[src/hw/rtl/pdlb_pkg.sv]
// package for the packed display list builder
// shared constants, action and error codes, controller/datapath command and status types
// no dependencies
package pdlb_pkg;

  localparam int unsigned PARAM_SLOTS = 8;
  localparam int unsigned MAX_LISTS   = 1024;
  localparam int unsigned IDS_PER_WORD = 4;

  localparam int unsigned WORD_W  = 32;
  localparam int unsigned ID_W    = 8;
  localparam int unsigned FILL_W  = 16;
  localparam int unsigned LIST_W  = $clog2(MAX_LISTS);
  localparam int unsigned PC_W    = $clog2(PARAM_SLOTS + 1);
  localparam int unsigned PIDX_W  = $clog2(PARAM_SLOTS);
  localparam int unsigned IDC_W   = $clog2(IDS_PER_WORD);
  localparam int unsigned ACT_W   = 2;
  localparam int unsigned ERR_W   = 2;
  localparam int unsigned M_DATA_W = 64;

  localparam logic [FILL_W-1:0] CAP_RESET = 16'd4096;
  localparam logic [ID_W-1:0]   NOP_ID    = 8'h00;

  typedef enum logic [ACT_W-1:0] {
    ACT_START  = 2'd0,
    ACT_ID     = 2'd1,
    ACT_PARAM  = 2'd2,
    ACT_FINISH = 2'd3
  } pdlb_act_e;

  localparam logic [ERR_W-1:0] ERR_NONE = 2'd0;
  localparam logic [ERR_W-1:0] ERR_CAP  = 2'd1;
  localparam logic [ERR_W-1:0] ERR_OVF  = 2'd2;

  typedef enum logic [3:0] {
    OP_NONE,
    OP_LOAD,       // capture input word
    OP_OPEN,       // start a list
    OP_ERR_OUT,    // emit latched error result
    OP_ADD_ID,
    OP_PACK,       // emit packed id word
    OP_ADD_PARAM,
    OP_OVF_OUT,    // emit parameter overflow result
    OP_PARAM_OUT,  // emit one buffered parameter
    OP_HEADER_OUT  // emit size header and open the next list
  } pdlb_op_e;

  typedef struct packed {
    pdlb_op_e op;
    logic     last;
    logic     flush;  // pack finished: drop ids and params, latch error
  } pdlb_cmd_t;

  typedef struct packed {
    pdlb_act_e act;
    logic      latch_nz;
    logic      idc_full;   // three ids held, next id completes the pack
    logic      idc_zero;
    logic      pc_zero;
    logic      pc_full;
    logic      cap_err;
    logic      err_nz;
    logic      par_last;
    logic      out_free;
  } pdlb_stat_t;

endpackage

[src/hw/rtl/pdlb_ctrl.sv]
// controller state machine for the packed display list builder
// sequences one input word into datapath commands; depends on pdlb_pkg
module pdlb_ctrl (
  input  logic                clk_i,
  input  logic                rst_ni,
  input  logic                s_valid_i,
  output logic                s_ready_o,
  input  pdlb_pkg::pdlb_stat_t stat_i,
  output pdlb_pkg::pdlb_cmd_t  cmd_o
);
  import pdlb_pkg::*;

  typedef enum logic [1:0] {
    ST_IDLE,
    ST_EXEC,
    ST_PARAM,
    ST_HEADER
  } state_e;

  state_e state_q, state_d;

  assign s_ready_o = (state_q == ST_IDLE);

  always_comb begin
    state_d     = state_q;
    cmd_o.op    = OP_NONE;
    cmd_o.last  = 1'b0;
    cmd_o.flush = 1'b0;
    unique case (state_q)
      ST_IDLE: begin
        if (s_valid_i) begin
          cmd_o.op = OP_LOAD;
          state_d  = ST_EXEC;
        end
      end
      ST_EXEC: begin
        if (stat_i.out_free) begin
          state_d = ST_IDLE;
          if (stat_i.act == ACT_START) begin
            cmd_o.op = OP_OPEN;
          end else if (stat_i.latch_nz) begin
            cmd_o.op   = OP_ERR_OUT;
            cmd_o.last = 1'b1;
          end else begin
            unique case (stat_i.act)
              ACT_ID: begin
                if (stat_i.idc_full) begin
                  cmd_o.op    = OP_PACK;
                  cmd_o.last  = stat_i.pc_zero;
                  cmd_o.flush = stat_i.pc_zero;
                  if (!stat_i.pc_zero) state_d = ST_PARAM;
                end else begin
                  cmd_o.op = OP_ADD_ID;
                end
              end
              ACT_PARAM: begin
                if (stat_i.pc_full) begin
                  cmd_o.op   = OP_OVF_OUT;
                  cmd_o.last = 1'b1;
                end else begin
                  cmd_o.op = OP_ADD_PARAM;
                end
              end
              ACT_FINISH: begin
                if (!stat_i.idc_zero) begin
                  cmd_o.op    = OP_PACK;
                  cmd_o.last  = stat_i.pc_zero && stat_i.cap_err;
                  cmd_o.flush = stat_i.pc_zero;
                  if (!stat_i.pc_zero) begin
                    state_d = ST_PARAM;
                  end else if (!stat_i.cap_err) begin
                    state_d = ST_HEADER;
                  end
                end else begin
                  cmd_o.op   = OP_HEADER_OUT;
                  cmd_o.last = 1'b1;
                end
              end
              default: cmd_o.op = OP_NONE;
            endcase
          end
        end
      end
      ST_PARAM: begin
        if (stat_i.out_free) begin
          cmd_o.op    = OP_PARAM_OUT;
          cmd_o.flush = stat_i.par_last;
          cmd_o.last  = stat_i.par_last &&
                        !((stat_i.act == ACT_FINISH) && !stat_i.err_nz);
          if (stat_i.par_last) begin
            state_d = ((stat_i.act == ACT_FINISH) && !stat_i.err_nz) ? ST_HEADER : ST_IDLE;
          end
        end
      end
      ST_HEADER: begin
        if (stat_i.out_free) begin
          cmd_o.op   = OP_HEADER_OUT;
          cmd_o.last = 1'b1;
          state_d    = ST_IDLE;
        end
      end
      default: state_d = ST_IDLE;
    endcase
  end

  always_ff @(posedge clk_i or negedge rst_ni) begin
    if (!rst_ni) begin
      state_q <= ST_IDLE;
    end else begin
      state_q <= state_d;
    end
  end

endmodule

[src/hw/rtl/pdlb_dpath.sv]
// datapath for the packed display list builder
// id and parameter buffers, list counters, capacity register and output word register
// depends on pdlb_pkg
module pdlb_dpath (
  input  logic                            clk_i,
  input  logic                            rst_ni,
  input  pdlb_pkg::pdlb_cmd_t             cmd_i,
  output pdlb_pkg::pdlb_stat_t            stat_o,
  input  logic [pdlb_pkg::WORD_W-1:0]     in_value_i,
  input  logic [pdlb_pkg::ACT_W-1:0]      in_action_i,
  input  logic                            cfg_we_i,
  input  logic [pdlb_pkg::FILL_W-1:0]     cfg_wdata_i,
  input  logic                            m_ready_i,
  output logic                            m_valid_o,
  output logic [pdlb_pkg::WORD_W-1:0]     m_word_o,
  output logic [pdlb_pkg::FILL_W-1:0]     m_index_o,
  output logic [pdlb_pkg::LIST_W-1:0]     m_list_o,
  output logic                            m_last_o,
  output logic [pdlb_pkg::ERR_W-1:0]      m_err_o
);
  import pdlb_pkg::*;

  pdlb_act_e                 act_q;
  logic [WORD_W-1:0]         val_q;
  logic [ID_W-1:0]           ids_q [IDS_PER_WORD];
  logic [IDC_W-1:0]          idc_q;
  logic [WORD_W-1:0]         par_q [PARAM_SLOTS];
  logic [PC_W-1:0]           pc_q;
  logic [PIDX_W-1:0]         pidx_q;
  logic [FILL_W-1:0]         fill_q;
  logic [LIST_W-1:0]         list_q;
  logic [ERR_W-1:0]          latch_q;
  logic [ERR_W-1:0]          err_q;
  logic [FILL_W-1:0]         cap_q;
  logic                      ov_q;

  logic [ID_W-1:0]           ids_eff [IDS_PER_WORD];
  logic [WORD_W-1:0]         pack_word;
  logic [FILL_W:0]           fill_sum;
  logic [FILL_W-1:0]         fill_after;
  logic [FILL_W-1:0]         fill_inc;
  logic                      cap_err;
  logic                      out_free;
  logic                      emit;
  logic [ERR_W-1:0]          flush_err;

  // the id that completes a pack goes straight into the word
  always_comb begin
    for (int i = 0; i < IDS_PER_WORD; i++) ids_eff[i] = ids_q[i];
    if (act_q == ACT_ID) ids_eff[idc_q] = val_q[ID_W-1:0];
  end
  assign pack_word = {ids_eff[3], ids_eff[2], ids_eff[1], ids_eff[0]};

  // fill once the pack and its params are out, saturating
  assign fill_sum   = {1'b0, fill_q} + (FILL_W+1)'(pc_q) + (FILL_W+1)'(1);
  assign fill_after = fill_sum[FILL_W] ? '1 : fill_sum[FILL_W-1:0];
  assign cap_err    = (fill_after >= cap_q);
  assign fill_inc   = (fill_q == '1) ? fill_q : fill_q + FILL_W'(1);

  assign out_free = !ov_q || m_ready_i;
  assign emit     = (cmd_i.op == OP_ERR_OUT) || (cmd_i.op == OP_PACK) ||
                    (cmd_i.op == OP_OVF_OUT) || (cmd_i.op == OP_PARAM_OUT) ||
                    (cmd_i.op == OP_HEADER_OUT);
  assign flush_err = (cmd_i.op == OP_PACK) ? (cap_err ? ERR_CAP : ERR_NONE) : err_q;

  assign stat_o.act      = act_q;
  assign stat_o.latch_nz = (latch_q != ERR_NONE);
  assign stat_o.idc_full = (idc_q == IDC_W'(IDS_PER_WORD - 1));
  assign stat_o.idc_zero = (idc_q == '0);
  assign stat_o.pc_zero  = (pc_q == '0);
  assign stat_o.pc_full  = (pc_q == PC_W'(PARAM_SLOTS));
  assign stat_o.cap_err  = cap_err;
  assign stat_o.err_nz   = (err_q != ERR_NONE);
  assign stat_o.par_last = ((PC_W'(pidx_q) + PC_W'(1)) == pc_q);
  assign stat_o.out_free = out_free;

  // control state
  always_ff @(posedge clk_i or negedge rst_ni) begin
    if (!rst_ni) begin
      act_q   <= ACT_START;
      for (int i = 0; i < IDS_PER_WORD; i++) ids_q[i] <= NOP_ID;
      idc_q   <= '0;
      pc_q    <= '0;
      pidx_q  <= '0;
      fill_q  <= FILL_W'(1);
      list_q  <= '0;
      latch_q <= ERR_NONE;
      err_q   <= ERR_NONE;
      cap_q   <= CAP_RESET;
      ov_q    <= 1'b0;
    end else begin
      if (cfg_we_i) cap_q <= cfg_wdata_i;
      if (emit) begin
        ov_q <= 1'b1;
      end else if (m_ready_i) begin
        ov_q <= 1'b0;
      end
      unique case (cmd_i.op)
        OP_LOAD: act_q <= pdlb_act_e'(in_action_i);
        OP_OPEN: begin
          for (int i = 0; i < IDS_PER_WORD; i++) ids_q[i] <= NOP_ID;
          idc_q   <= '0;
          pc_q    <= '0;
          fill_q  <= FILL_W'(1);
          latch_q <= ERR_NONE;
        end
        OP_ADD_ID: begin
          ids_q[idc_q] <= val_q[ID_W-1:0];
          idc_q        <= idc_q + IDC_W'(1);
        end
        OP_PACK: begin
          err_q  <= cap_err ? ERR_CAP : ERR_NONE;
          fill_q <= fill_inc;
          pidx_q <= '0;
        end
        OP_ADD_PARAM: pc_q <= pc_q + PC_W'(1);
        OP_OVF_OUT:   latch_q <= ERR_OVF;
        OP_PARAM_OUT: begin
          fill_q <= fill_inc;
          pidx_q <= pidx_q + PIDX_W'(1);
        end
        OP_HEADER_OUT: begin
          list_q <= (list_q == LIST_W'(MAX_LISTS - 1)) ? '0 : list_q + LIST_W'(1);
          fill_q <= FILL_W'(1);
          // next list opens empty, params left without ids are dropped
          idc_q  <= '0;
          pc_q   <= '0;
        end
        default: ;
      endcase
      if (cmd_i.flush) begin
        for (int i = 0; i < IDS_PER_WORD; i++) ids_q[i] <= NOP_ID;
        idc_q   <= '0;
        pc_q    <= '0;
        latch_q <= flush_err;
      end
    end
  end

  // payload, no reset
  always_ff @(posedge clk_i) begin
    if (cmd_i.op == OP_LOAD) val_q <= in_value_i;
    if (cmd_i.op == OP_ADD_PARAM) par_q[pc_q[PIDX_W-1:0]] <= val_q;
    if (emit) begin
      m_list_o <= list_q;
      m_last_o <= cmd_i.last;
    end
    unique case (cmd_i.op)
      OP_ERR_OUT: begin
        m_word_o  <= '0;
        m_index_o <= '0;
        m_err_o   <= latch_q;
      end
      OP_PACK: begin
        m_word_o  <= pack_word;
        m_index_o <= fill_q;
        m_err_o   <= cap_err ? ERR_CAP : ERR_NONE;
      end
      OP_OVF_OUT: begin
        m_word_o  <= '0;
        m_index_o <= '0;
        m_err_o   <= ERR_OVF;
      end
      OP_PARAM_OUT: begin
        m_word_o  <= par_q[pidx_q];
        m_index_o <= fill_q;
        m_err_o   <= err_q;
      end
      OP_HEADER_OUT: begin
        m_word_o  <= WORD_W'(fill_q - FILL_W'(1));
        m_index_o <= '0;
        m_err_o   <= ERR_NONE;
      end
      default: ;
    endcase
  end

  assign m_valid_o = ov_q;

endmodule

[src/hw/rtl/packed_display_list_builder.sv]
// top level of the packed display list builder
// joins pdlb_ctrl and pdlb_dpath; depends on pdlb_pkg
//
// channel  | direction | tdata                               | tuser      | tlast
// s_axis   | in        | value[31:0]                         | action[1:0]| -
// m_axis   | out       | word, word_index, list_number, pad  | error[1:0] | last
// cfg      | in        | list_capacity[15:0], write on cfg_we_i
//
// one input word is accepted into a holding register and executed from it once the
// output register is free; no new item is accepted until the held one has executed
// a pack gives 1 + (buffered params) words and a finish adds the header unless the
// capacity error is hit, one word per cycle while m_axis is ready, through the single output register
// reset is immediate, no clearing pass; the parameter buffer needs no reset
// a stalled m_axis holds the output register and the next item waits in the
// holding register; s_axis_tready drops until that item has executed
module packed_display_list_builder (
  input  logic                              clk_i,
  input  logic                              rst_ni,
  // slave side
  input  logic                              s_axis_tvalid,
  output logic                              s_axis_tready,
  input  logic [pdlb_pkg::WORD_W-1:0]       s_axis_tdata,  // [31:0] value
  input  logic [pdlb_pkg::ACT_W-1:0]        s_axis_tuser,  // [1:0] action
  // master side
  output logic                              m_axis_tvalid,
  input  logic                              m_axis_tready,
  output logic [pdlb_pkg::M_DATA_W-1:0]     m_axis_tdata,  // [31:0] word, [47:32] word_index,
                                                           // [57:48] list_number, [63:58] zero
  output logic [pdlb_pkg::ERR_W-1:0]        m_axis_tuser,  // [1:0] error
  output logic                              m_axis_tlast,
  // configuration
  input  logic                              cfg_we_i,
  input  logic [pdlb_pkg::FILL_W-1:0]       cfg_wdata_i
);
  import pdlb_pkg::*;

  pdlb_cmd_t           cmd;
  pdlb_stat_t          stat;
  logic [WORD_W-1:0]   out_word;
  logic [FILL_W-1:0]   out_index;
  logic [LIST_W-1:0]   out_list;

  // controller: accepts one item, then walks pack, params and header
  pdlb_ctrl u_ctrl (
    .clk_i     (clk_i),
    .rst_ni    (rst_ni),
    .s_valid_i (s_axis_tvalid),
    .s_ready_o (s_axis_tready),
    .stat_i    (stat),
    .cmd_o     (cmd)
  );

  // datapath: buffers, counters, output word register
  pdlb_dpath u_dpath (
    .clk_i       (clk_i),
    .rst_ni      (rst_ni),
    .cmd_i       (cmd),
    .stat_o      (stat),
    .in_value_i  (s_axis_tdata),
    .in_action_i (s_axis_tuser),
    .cfg_we_i    (cfg_we_i),
    .cfg_wdata_i (cfg_wdata_i),
    .m_ready_i   (m_axis_tready),
    .m_valid_o   (m_axis_tvalid),
    .m_word_o    (out_word),
    .m_index_o   (out_index),
    .m_list_o    (out_list),
    .m_last_o    (m_axis_tlast),
    .m_err_o     (m_axis_tuser)
  );

  // pack result fields, first field lowest
  assign m_axis_tdata = {(M_DATA_W - WORD_W - FILL_W - LIST_W)'(0), out_list, out_index, out_word};

  // parameter overflow always ends its item with a single word
  a_ovf_last: assert property (@(posedge clk_i) disable iff (!rst_ni)
    (m_axis_tvalid && (m_axis_tuser == ERR_OVF)) |-> m_axis_tlast)
    else $error("overflow result without last");

  // a size header is the final word of its item
  a_header_last: assert property (@(posedge clk_i) disable iff (!rst_ni)
    (m_axis_tvalid && (m_axis_tuser == ERR_NONE) &&
     (m_axis_tdata[WORD_W +: FILL_W] == '0)) |-> m_axis_tlast)
    else $error("header result without last");

  // one item at a time: no accept right after an accept
  a_one_item: assert property (@(posedge clk_i) disable iff (!rst_ni)
    (s_axis_tvalid && s_axis_tready) |=> !s_axis_tready)
    else $error("back to back accept");

endmodule

[config.mk]
export PLATFORM = sky130hd
export DESIGN_NAME = packed_display_list_builder
export DESIGN_NICKNAME = d
export VERILOG_FILES = /design/src/hw/rtl/pdlb_pkg.sv /design/src/hw/rtl/pdlb_ctrl.sv /design/src/hw/rtl/pdlb_dpath.sv /design/src/hw/rtl/packed_display_list_builder.sv
export SDC_FILE = /design/constraint.sdc
export NUM_CORES = 1
export LEC_CHECK = 0
export BUFFER_PORTS_ARGS = -buffer_cell sky130_fd_sc_hd__buf_2
export CORE_MARGIN = 4
export CORE_UTILIZATION = 41
export CTS_CLUSTER_DIAMETER = 200
export CTS_CLUSTER_SIZE = 30
export DETAILED_ROUTE_END_ITERATION = 16
export GPL_ROUTABILITY_DRIVEN = 1
export HOLD_SLACK_MARGIN = 0.1
export RECOVER_POWER = 50
export SLEW_MARGIN = 20
export SYNTH_ARGS = -nofsm -noshare
export SYNTH_HDL_FRONTEND = slang
export SYNTH_SLANG_ARGS = --single-unit
[constraint.sdc]
create_clock -name clk_i -period 6 [get_ports clk_i]
set_input_delay 0.3 -clock clk_i [delete_from_list [all_inputs] [get_ports clk_i]]
set_output_delay 0.3 -clock clk_i [all_outputs]
set_load 0.1 [all_outputs]
==> summary.txt, run 1 <==
Status -> finished, violations left
Violated checks -> capacitance limit, slew limit
1st-pass router iterations -> 5
Post-Synthesis Mean Instance Area -> 14.91 sq um
Hold path startpoint -> s_axis_tvalid
Required @ worst endpoint -> 6.49 ns
# DRC -> 0
Clock slew at reported path FFs -> 0.12 ns
#FFs+latches synth -> 441
Post-Syn Instances -> 1,302
Post-synthesis async set-or-reset flop share -> 20.86%
TritonCTS clock tree -> done
Vias -> 11,600
Antenna viol nets, final -> 0
Tightest Hold Check Type -> input pin to register
Wire per inst -> 22.44 microns
Setup TNS Final -> 0 ns
Area of the core -> 46,650 sq um
Post-synthesis sequential area ratio -> 65.84%
Remaining Overflow, GRT -> 0
Worst Setup End Kind -> register
Final critical-path setup slack -> 0.8605 ns
Fmax -> 194.6 MHz
Main flop type after synthesis -> edfxtp_1
Die height -> 225.6 microns
Placed wire-length estimate -> 29,080 microns
Worst-Margin Slew -> 2.654 ns
Nets -> 1,523
Post-Syn Area -> 19,420 sq um
Port-buffer cells -> 117
Minimum clock period -> 5.140 ns
VDD IR max -> 0.3144 mV
LEAKAGE -> 7.549 nW
IO Pins -> 124
Largest family of logic cells by synthesized area -> multiplexers
RD Place Congestion -> 0.9339
Adder-cell share of the synthesized area -> 2.294%
Area grow syn2layout -> 11.18%
H-Tree Depth -> 1
Final hold violations -> 0
CP arrival -> 5.62 ns
Die X -> 225.6 microns
# hold bufs at CTS -> 51
Via/cell ratio -> 5.655
Core Rows -> 79
Crit path max fanout -> 14
Yosys top cell area share -> 53.97%
Critical register-to-register path startpoint -> u_dpath.pc_q[0]
Layout cells sized above 1 -> 15.85%
Max-cap viol count -> 2
Compound-Gate Fraction of Synth Area -> 8.570%
DR iter-0 viols -> 992
Max-slew headroom -> -76.93%
Post-synth EDFFs -> 349
Post_cts resized -> 0
Initial antenna violation count -> 0
DIE AREA -> 50,910 sq um
Clk_lat worst skew -> 0.58 ns
Clock Skews -> 0.02545 ns
Tcrit/Tclk final -> 85.66%
GRT Util Overall -> 17.85%
# clock sinks -> 441
Post-CTS Setup Bufs -> 0
Simple-gate share of the synthesized area -> 8.344%
Synth warn -> 0
Synth area leader -> edfxtp_1
RSZ-0062 raised after global routing -> false
Global-route wire length before repair -> 69,960 microns
Distinct cells, synth -> 82
Worst setup slack after placement -> 1.001 ns
Synth top area cells -> edfxtp_1, dfrtp_1, mux4_2, ha_1, nand2_1
Vias in the first global route -> 11,470
WS Path Type -> register to register
Clk root buf -> clkbuf_16
Largest net degree at the start of global routing -> 48
Post-synthesis mux area share -> 10.68%
Synth Area in XOR/XNOR -> 1.514%
Power per Cell Area -> 474.9 nW/um^2
CP startpoint -> u_dpath.pc_q[0]
N_diodes -> 0
CTS Buffer Depth -> 3
Startpoint types -> register
Slew Viols, Final -> 80
Final setup violation count -> 0
Starting Density -> 41.62%
TritonCTS Buffers -> 18
Final wirelength -> 46,060 microns
-- per-layer routing --
layer  vias to the layer above  GRT usage, %  wire length [microns]
li1                       5246             -                      -
met1                      5946         25.87                  20740
met4                         0         3.260                    915
met5                         -             0                      0
met3                        54         2.119                   2277
met2                       358         29.72                  22130
-- flip-flops by register name, summed over array words and instances, names as in the netlist, 3 cells and up --
name and cells:
u_dpath.m_word_o 32, u_dpath.fill_q 16, u_dpath.ids_q 32, u_dpath.val_q 32
u_dpath.pidx_q 3, u_dpath.pc_q 4, u_dpath.cap_q 16, u_dpath.par_q 256
u_dpath.m_index_o 16, u_dpath.list_q 10, u_dpath.m_list_o 10
-- through the flow --
| stage | power, W | area (sq um) | cells | hold WS, ns | util [%] |
|---|---|---|---|---|---|
| CTS | 0.01037 | 21680 | 2052 | 0.1364 | 46.46 |
| global placement | 0.008791 | 20630 | 1969 | 0.3398 | 44.22 |
| finish | 0.01025 | 21590 | 2052 | 0.1351 | 46.27 |
| global route | 0.01071 | 21590 | 2052 | 0.1379 | 46.27 |
| floorplan | 0.007740 | 19440 | 1307 | 0.004409 | - |
| detailed placement | 0.008828 | 20630 | 1969 | 0.3566 | 44.22 |
-- cell type report --
| class | count | area, sq um |
|---|---|---|
| Timing Repair Buffer | 189 | 1170 |
| Clock buffer | 30 | 495.5 |
| Multi-Input combinational cell | 750 | 6208 |
| Inverter | 33 | 123.9 |
| Sequential cell | 441 | 12790 |
| Tap cell | 607 | 759.5 |
| Clock inverter | 2 | 41.29 |
| Fill cell | 4145 | 25070 |
-- cell usage after synthesis, types with 13 or more instances --
cell type  count
xnor2_1       17
nor2_1        61
buf_2         25
a32o_1        25
dfrtp_1       90
nor2b_1       20
and2_1        16
nand3_1       23
o21ai_0       55
xor2_1        14
ha_1          34
edfxtp_1     349
nor3_1        17
mux4_2        64
a21oi_1       44
buf_4         13
mux2i_1       34
nand2b_1      13
inv_1         33
a31oi_1       20
mux2_2        26
clkbuf_1      35
nand2_1      110
-- critical path, cell delays in order (launching register included) --
cell and delay [ns]:
dfrtp_1 0.53, inv_1 0.23, ha_1 0.20, inv_1 0.05, fa_1 0.41, a21o_1 0.21
a21oi_1 0.46, nor2_1 0.16, nand2_1 0.37, and2_1 0.19, ha_1 0.22, nand2b_1 0.14
a2111o_1 0.41, a311oi_1 0.64, nand2_1 0.26, or3_1 0.41, a22oi_1 0.16
-- cell families after synthesis --
| group | count (synthesis) |
|---|---|
| AO/OA/AOI/OAI | 232 |
| AND/OR/NAND/NOR | 321 |
| flip-flops | 441 |
| buffers and inverters | 116 |
| XOR/XNOR | 32 |
| adder cells (fa/ha/maj) | 35 |
| other | 1 |
| multiplexers | 124 |
-- placed cells by master (no fill, tap or decap), types with 4 or more instances in the layout --
| cell | netlist | layout |
|---|---|---|
| a211oi_1 | 8 | 8 |
| a211oi_2 | 10 | 10 |
| a21o_1 | 7 | 7 |
| a21oi_1 | 44 | 44 |
| a22o_1 | 4 | 4 |
| a31oi_1 | 20 | 19 |
| a32o_1 | 25 | 25 |
| and2_1 | 16 | 16 |
| and3_1 | 7 | 7 |
| and4_1 | 5 | 5 |
| buf_2 | 25 | 53 |
| buf_4 | 13 | 20 |
| clkbuf_1 | 35 | 77 |
| clkbuf_16 | 0 | 18 |
| conb_1 | 1 | 6 |
| dfrtp_1 | 90 | 87 |
| dlygate4sd3_1 | 0 | 51 |
| edfxtp_1 | 349 | 349 |
| ha_1 | 34 | 34 |
| inv_1 | 33 | 33 |
| mux2_2 | 26 | 26 |
| mux2i_1 | 34 | 34 |
| mux4_2 | 64 | 64 |
| nand2_1 | 110 | 110 |
| nand2b_1 | 13 | 13 |
| nand3_1 | 23 | 23 |
| nand4_1 | 10 | 10 |
| nor2_1 | 61 | 59 |
| nor2b_1 | 20 | 20 |
| nor3_1 | 17 | 13 |
| nor3_2 | 1 | 5 |
| nor4_1 | 7 | 4 |
| nor4_2 | 1 | 4 |
| o211ai_1 | 4 | 4 |
| o21ai_0 | 55 | 55 |
| o221ai_1 | 8 | 8 |
| o22ai_1 | 11 | 11 |
| or3_1 | 12 | 12 |
| xnor2_1 | 17 | 17 |
| xor2_1 | 14 | 14 |
-- worst paths after layout --
kind	endpoint	slack [ns]	depth (start not counted)
worst max-delay path	u_ctrl.state_q[0]	0.86	16
worst min-delay path	u_dpath.act_q[0]	0.14	3
worst max register to register	u_ctrl.state_q[0]	0.86	16
worst min register to register	u_dpath.ids_q[4]	0.50	1
max in group asynchronous	u_dpath.pidx_q[0]	3.03	2
min in group asynchronous	u_dpath.cap_q[1]	1.11	2
-- where the power goes --
part / switching (W) / internal [W] / total (W)
combinational: 0.00330 / 0.00117 / 0.00447
clock: 0.000931 / 0.000590 / 0.00152
sequential: 0.000382 / 0.00388 / 0.00426
total: 0.00462 / 0.00564 / 0.0103
Note: power is estimated with default switching activity, not from simulation.
==> run 2, diff against run 1 <==
- ABC_AREA: unset -> 1
==> summary.txt, run 2 <==
Post-Syn Area -> 19,790 sq um (+1.9%)
Hold path startpoint -> m_axis_tready
Synth warn -> 0 (unchanged)
Area grow syn2layout -> 10.73%
Post_cts resized -> 0 (unchanged)
Critical register-to-register path startpoint -> u_dpath.fill_q[0]
CP Buf/Inv Count -> 7 (+5)
Max-slew headroom -> -20.26% (+57 points)
WS Path Type -> register to register
Fillers -> 4,432 (+6.9%)
Power per Cell Area -> 433.8 nW/um^2 (-8.6%)
# hold bufs at CTS -> 52 (+2.0%)
Post-synthesis sequential area ratio -> 64.59% (-1.2 points)
Largest stage delay, worst path -> 0.61 ns (-0.03 ns)
Post-synth EDFFs -> 349 (unchanged)
Starting Density -> 41.45% (-0.17 points)
Commonest non-fill, non-tap cell in the layout -> nand2_1
Final hold violations -> 0 (unchanged)
Minimum clock period -> 4.498 ns (-0.6411 ns)
Tightest Hold Check Type -> input pin to register
Clk_lat worst skew -> 0.58 ns (about the same)
DIE AREA -> 51,850 sq um (+1.9%)
Violated checks -> capacitance limit, slew limit
Top-count cell post-synth -> nand2_1
Status -> finished, violations left
Distinct cells, synth -> 42 (-49%)
Die X -> 227.7 microns (+0.92%)
Post-Syn Instances -> 1,895 (+46%)
Required @ worst endpoint -> 6.33 ns (-0.16 ns)
IO Pins -> 124 (unchanged)
Synth top area cells -> edfxtp_1, dfrtp_1, nand2_1, o21ai_0, nand3_1
RD Place Congestion -> 0.9105 (-2.5%)
Startpoint types -> register
RSZ-0062 raised after global routing -> false
Vias -> 14,020 (+21%)
Crit path top cell by count -> nand2_1
Nets -> 2,097 (+38%)
Layout cells sized above 1 -> 6.389% (-9.5 points)
Yosys top cell area share -> 52.95% (-1.0 points)
Post-Synthesis Mean Instance Area -> 10.44 sq um (-30%)
Main flop type after synthesis -> edfxtp_1
Die height -> 227.7 microns (+0.92%)
LEAKAGE -> 8.532 nW (+13%)
Clock slew at reported path FFs -> 0.13 ns (about the same)
Vias in the first global route -> 13,350 (+16%)
Worst Setup End Kind -> register
Fmax -> 222.3 MHz (+14%)
Slew Viols, Final -> 105 (+31%)
Antenna viol nets, final -> 0 (unchanged)
TritonCTS clock tree -> done
Post-synthesis async set-or-reset flop share -> 20.86% (unchanged)
Setup TNS Final -> 0 ns (unchanged)
Core Rows -> 80 (+1.3%)
Max-cap viol count -> 2 (unchanged)
CP top delay family -> simple AND/OR/NAND/NOR gates
N_diodes -> 0 (unchanged)
Final core utilization -> 45.90% (-0.37 points)
Crit path max fanout -> 11 (-3)
Area of the core -> 47,750 sq um (+2.3%)
VDD IR max -> 0.2334 mV (-26%)
Port-buffer cells -> 117 (unchanged)
GRT Max-Usage Layer -> met2
Largest net degree at the start of global routing -> 79 (+65%)
Flip-flop count of the largest register after layout -> 256 (unchanged)
TritonCTS Buffers -> 18 (unchanged)
CTS Buffer Depth -> 3 (unchanged)
Clock Skews -> 0.02730 ns (+0.001848 ns)
Global-route wire length before repair -> 78,800 microns (+13%)
#FFs+latches synth -> 441 (unchanged)
Worst-Margin Slew -> 1.804 ns (-0.8501 ns)
GR Layer Usage met2 -> 31.13% (+1.4 points)
Final setup violation count -> 0 (unchanged)
CP arrival -> 4.83 ns (-0.79 ns)
CP max-delay cell -> dfstp_2
Tcrit/Tclk final -> 74.97% (-11 points)
1st-pass router iterations -> 6 (+1)
Clk root buf -> clkbuf_16
# clock sinks -> 441 (unchanged)
DR iter-0 viols -> 1,462 (+47%)
Synth top cells by count -> nand2_1, edfxtp_1, inv_1
GRT Util Overall -> 19.05% (+1.2 points)
Placed cell count -> 2,550 (+30%)
CP startpoint -> u_dpath.fill_q[0]
Final wirelength -> 51,480 microns (+12%)
Post-CTS Setup Bufs -> 0 (unchanged)
Remaining Overflow, GRT -> 0 (unchanged)
Finished Layout Cells -> 2,634 (+28%)
Commonest cells after routing, fill and taps aside -> nand2_1, edfxtp_1, inv_1, o21ai_0
Via/cell ratio -> 5.323 (-5.9%)
GRT met1 Usage -> 27.47% (+1.6 points)
Synth area leader -> edfxtp_1
Slack of the worst reg-to-reg path -> 1.50 ns (+0.64 ns)
Initial antenna violation count -> 0 (unchanged)
H-Tree Depth -> 1 (unchanged)
Met3 Resource Use GR -> 2.283% (+0.16 points)
Wire per inst -> 19.55 microns (-13%)
Placed wire-length estimate -> 31,850 microns (+9.5%)
# DRC -> 0 (unchanged)
[run 2: kinds of logic (layout without fill, tap and decap cells)]
family	Yosys count	after routing	synth area share, %
other	1	6	0.01895
muxes	13	13	0.6638
DFF	441	441	64.59
xor gates and xnor gates	28	28	1.239
AOI/OAI and AO/OA	297	297	8.155
buffers and inverters	257	376	5.127
and+or+nand+nor	823	823	17.95
adders and majority gates	35	35	2.250
[run 2: cell type report]
cell class	instances	area, sq um	area share [%]
inverter	153	575.6	2.626
clock buffer	30	495.5	2.261
clock inverter	2	41.29	0.1884
tap	615	769.5	3.511
sequential	441	12790	58.35
timing repair buffer	191	1189	5.424
multi-input combinational	1202	6057	27.64
[run 2: metrics by stage]
step	hold slack [ns]	setup slack (ns)	instance area [sq um]	total power, W
2_1_floorplan	0.004409	0.9437	19810	0.007068
3_3_place_gp	0.2372	1.643	20940	0.007995
3_5_place_dp	0.2446	1.548	20940	0.008043
4_1_cts	0.1099	1.539	22000	0.009588
5_1_grt	0.1381	1.011	21920	0.01001
6_report	0.1174	1.502	21920	0.009508
[run 2: worst reg2reg max path, cell delays in order, from the launching register on]
cell and delay, ns:
dfstp_2 0.61, inv_1 0.15, ha_1 0.23, inv_1 0.08, fa_1 0.19, nand2_1 0.06, inv_1 0.10, o21ai_0 0.13
a21oi_1 0.19, inv_1 0.10, nor2_1 0.26, inv_1 0.09, nor2_1 0.33, inv_1 0.28, nand3_1 0.17, ha_1 0.25
nand2_1 0.08, inv_1 0.04, o21bai_1 0.11, nand2_1 0.06, a21oi_1 0.13, nand3_1 0.23, nand2_1 0.15, nand2_1 0.06
nand2_1 0.05, nand2_1 0.04, nand2_1 0.06, a21oi_1 0.06
[run 2: final timing paths]
kind                                  endpoint  depth (start not counted)
setup / recovery              u_dpath.m_last_o                         27
hold / removal               u_dpath.m_valid_o                          4
setup reg to reg              u_dpath.m_last_o                         27
hold reg to reg            u_dpath.m_list_o[7]                          0
max in group asynchronous    u_dpath.pidx_q[0]                          3
min in group asynchronous    u_dpath.fill_q[9]                          2
[run 2: per-layer routing]
layer	wire, microns	vias to the layer above
met3	2935	64
met4	1326	0
met5	0	-
met1	23080	6773
li1	-	6749
met2	24140	435
[run 2: report_power, final]
| group | internal (W) | switching (W) | total, W |
|---|---|---|---|
| combinational | 0.000798 | 0.00300 | 0.00380 |
| clock | 0.000592 | 0.000943 | 0.00153 |
| sequential | 0.00385 | 0.000326 | 0.00417 |
==> run 3, diff against run 2 <==
- clock period: 6 -> 4.1 ns (I/O delays scaled with it)
==> summary.txt, run 3 (synthesis results as in run 2) <==
Status -> finished, violations left
Violated checks -> capacitance limit, slew limit
Die height -> 227.7 microns (unchanged)
Clock Skews -> 0.02861 ns (+0.001317 ns)
Power per Cell Area -> 627.7 nW/um^2 (+45%)
Remaining Overflow, GRT -> 0 (unchanged)
Final setup violation count -> 0 (unchanged)
Antenna viol nets, final -> 0 (unchanged)
Layout cells sized above 1 -> 7.521% (+1.1 points)
Fmax -> 264.1 MHz (+19%)
Area grow syn2layout -> 13.04%
Global-route wire length before repair -> 80,370 microns (+2.0%)
Initial antenna violation count -> 0 (unchanged)
Crit path max fanout -> 11 (unchanged)
Worst hold slack -> 0.1172 ns (-0.0002340 ns)
Final core utilization -> 46.86% (+0.96 points)
Core Rows -> 80 (unchanged)
Tightest Hold Check Type -> input pin to register
DIE AREA -> 51,850 sq um (unchanged)
Reg area -> 12,790 sq um (about the same)
Fillers -> 4,390 (-0.95%)
WS Path Type -> register to register
VDD IR max -> 0.3012 mV (+29%)
Startpoint types -> register
GRT Util Overall -> 19.37% (+0.32 points)
Multi-input gate area -> 6088 sq um (+0.52%)
Die X -> 227.7 microns (unchanged)
Area of the core -> 47,750 sq um (unchanged)
Final critical-path setup slack -> 0.3141 ns (-1.187 ns)
# clock sinks -> 441 (unchanged)
Clk_lat worst skew -> 0.59 ns (about the same)
Tcrit/Tclk final -> 92.34% (+17 points)
Starting Density -> 41.45% (unchanged)
Final hold violations -> 0 (unchanged)
CP arrival -> 4.10 ns (-0.73 ns)
CTS Buffer Depth -> 3 (unchanged)
H-Tree Depth -> 1 (unchanged)
Max-cap viol count -> 2 (unchanged)
Minimum clock period -> 3.786 ns (-0.7126 ns)
Required @ worst endpoint -> 4.42 ns (-1.91 ns)
Worst setup slack after placement -> -0.05686 ns (-1.605 ns)
1st-pass router iterations -> 5 (-1)
Commonest cells after routing, fill and taps aside -> nand2_1, edfxtp_1, inv_1, o21ai_0
RD Place Congestion -> 0.9326 (+2.4%)
IO Pins -> 124 (unchanged)
Nets -> 2,139 (+2.0%)
Placed wire-length estimate -> 32,130 microns (+0.86%)
Setup TNS Final -> 0 ns (unchanged)
N_diodes -> 0 (unchanged)
Worst Setup End Kind -> register
DR iter-0 viols -> 1,305 (-11%)
TritonCTS clock tree -> done
Worst-Margin Slew -> 1.876 ns (+0.07254 ns)
Max-slew headroom -> -25.09% (-4.8 points)
Port-buffer cells -> 117 (unchanged)
# DRC -> 0 (unchanged)
Vias -> 14,250 (+1.7%)
Flip-flop count of the largest register after layout -> 256 (unchanged)
TritonCTS Buffers -> 18 (unchanged)
Via/cell ratio -> 5.327 (about the same)
Wire per inst -> 19.43 microns (-0.60%)
Vias in the first global route -> 13,620 (+2.1%)
Final wirelength -> 51,990 microns (+0.98%)
Largest net degree at the start of global routing -> 85 (+7.6%)
Commonest non-fill, non-tap cell in the layout -> nand2_1
LEAKAGE -> 8.720 nW (+2.2%)
Slew Viols, Final -> 65 (-38%)
Clk root buf -> clkbuf_16
Clock slew at reported path FFs -> 0.14 ns (about the same)
run 3: worst max-delay path, cell delays in order (launching register included):
cell,delay [ns]
dfrtp_2,0.46
inv_2,0.11
ha_1,0.15
inv_1,0.06
fa_1,0.38
nand2_1,0.09
inv_1,0.07
o21ai_2,0.17
a21oi_2,0.08
inv_1,0.12
nor2_1,0.07
inv_1,0.11
nor2_4,0.07
inv_4,0.12
nand3_1,0.09
ha_1,0.30
nand2_1,0.13
o21bai_1,0.13
nand2_1,0.07
a21oi_1,0.16
nand3_2,0.18
nand2_1,0.13
nand2_1,0.06
nand2_1,0.05
nand2_1,0.04
nand2_1,0.05
a21oi_1,0.05
run 3: final timing paths:
path / end / cells after the start / from / slack [ns]
setup / recovery: u_dpath.m_last_o / 26 / u_dpath.pc_q[0] / 0.31
max in group asynchronous: u_dpath.ids_q[24] / 3 / rst_ni / 1.85
hold / removal: u_dpath.cap_q[4] / 3 / cfg_we_i / 0.12
min in group asynchronous: u_dpath.cap_q[13] / 2 / rst_ni / 0.23
hold reg to reg: u_dpath.cap_q[12] / 2 / u_dpath.cap_q[12] / 0.53
setup reg to reg: u_dpath.m_last_o / 26 / u_dpath.pc_q[0] / 0.31
run 3: where the power goes:
part	switching [W]	internal, W
Combinational	0.00453	0.00124
Sequential	0.000397	0.00563
Clock	0.00138	0.000865
Total	0.00631	0.00774
run 3: what timing repair did:
| action | CTS | global route |
|---|---|---|
| pin swaps | 0 | 2 |
| endpoints found under the setup margin | 1 | 6 |
| hold endpoints to repair | 101 | 0 |
| resized for setup | 1 | 10 |
| hold buffers | 72 | 0 |
| setup buffers | 0 | 0 |
run 3: layout make-up:
class                           count  area share, %
Tap cell                          615          3.439
Sequential cell                   441          57.16
Inverter                          153          2.578
Clock inverter                      2         0.1845
Multi-Input combinational cell   1202          27.21
Timing Repair Buffer              233          7.208
Clock buffer                       30          2.215
run 3: metal layers:
| layer | vias up | track usage [%] | share of wire (%) |
|---|---|---|---|
| met5 | - | 0 | 0 |
| met1 | 6889 | 27.87 | 45 |
| li1 | 6835 | - | - |
| met2 | 464 | 31.69 | 47 |
| met3 | 66 | 2.270 | 5.6 |
| met4 | 0 | 4.823 | 2.5 |
run 3: per-stage QoR:
stage | cells | instance area (sq um) | power, W
5_1_grt | 2676 | 22370 | 0.01480
6_report | 2676 | 22370 | 0.01404
3_5_place_dp | 2572 | 21180 | 0.01188
4_1_cts | 2676 | 22430 | 0.01417
3_3_place_gp | 2572 | 21180 | 0.01181
2_1_floorplan | 1900 | 19820 | 0.01034
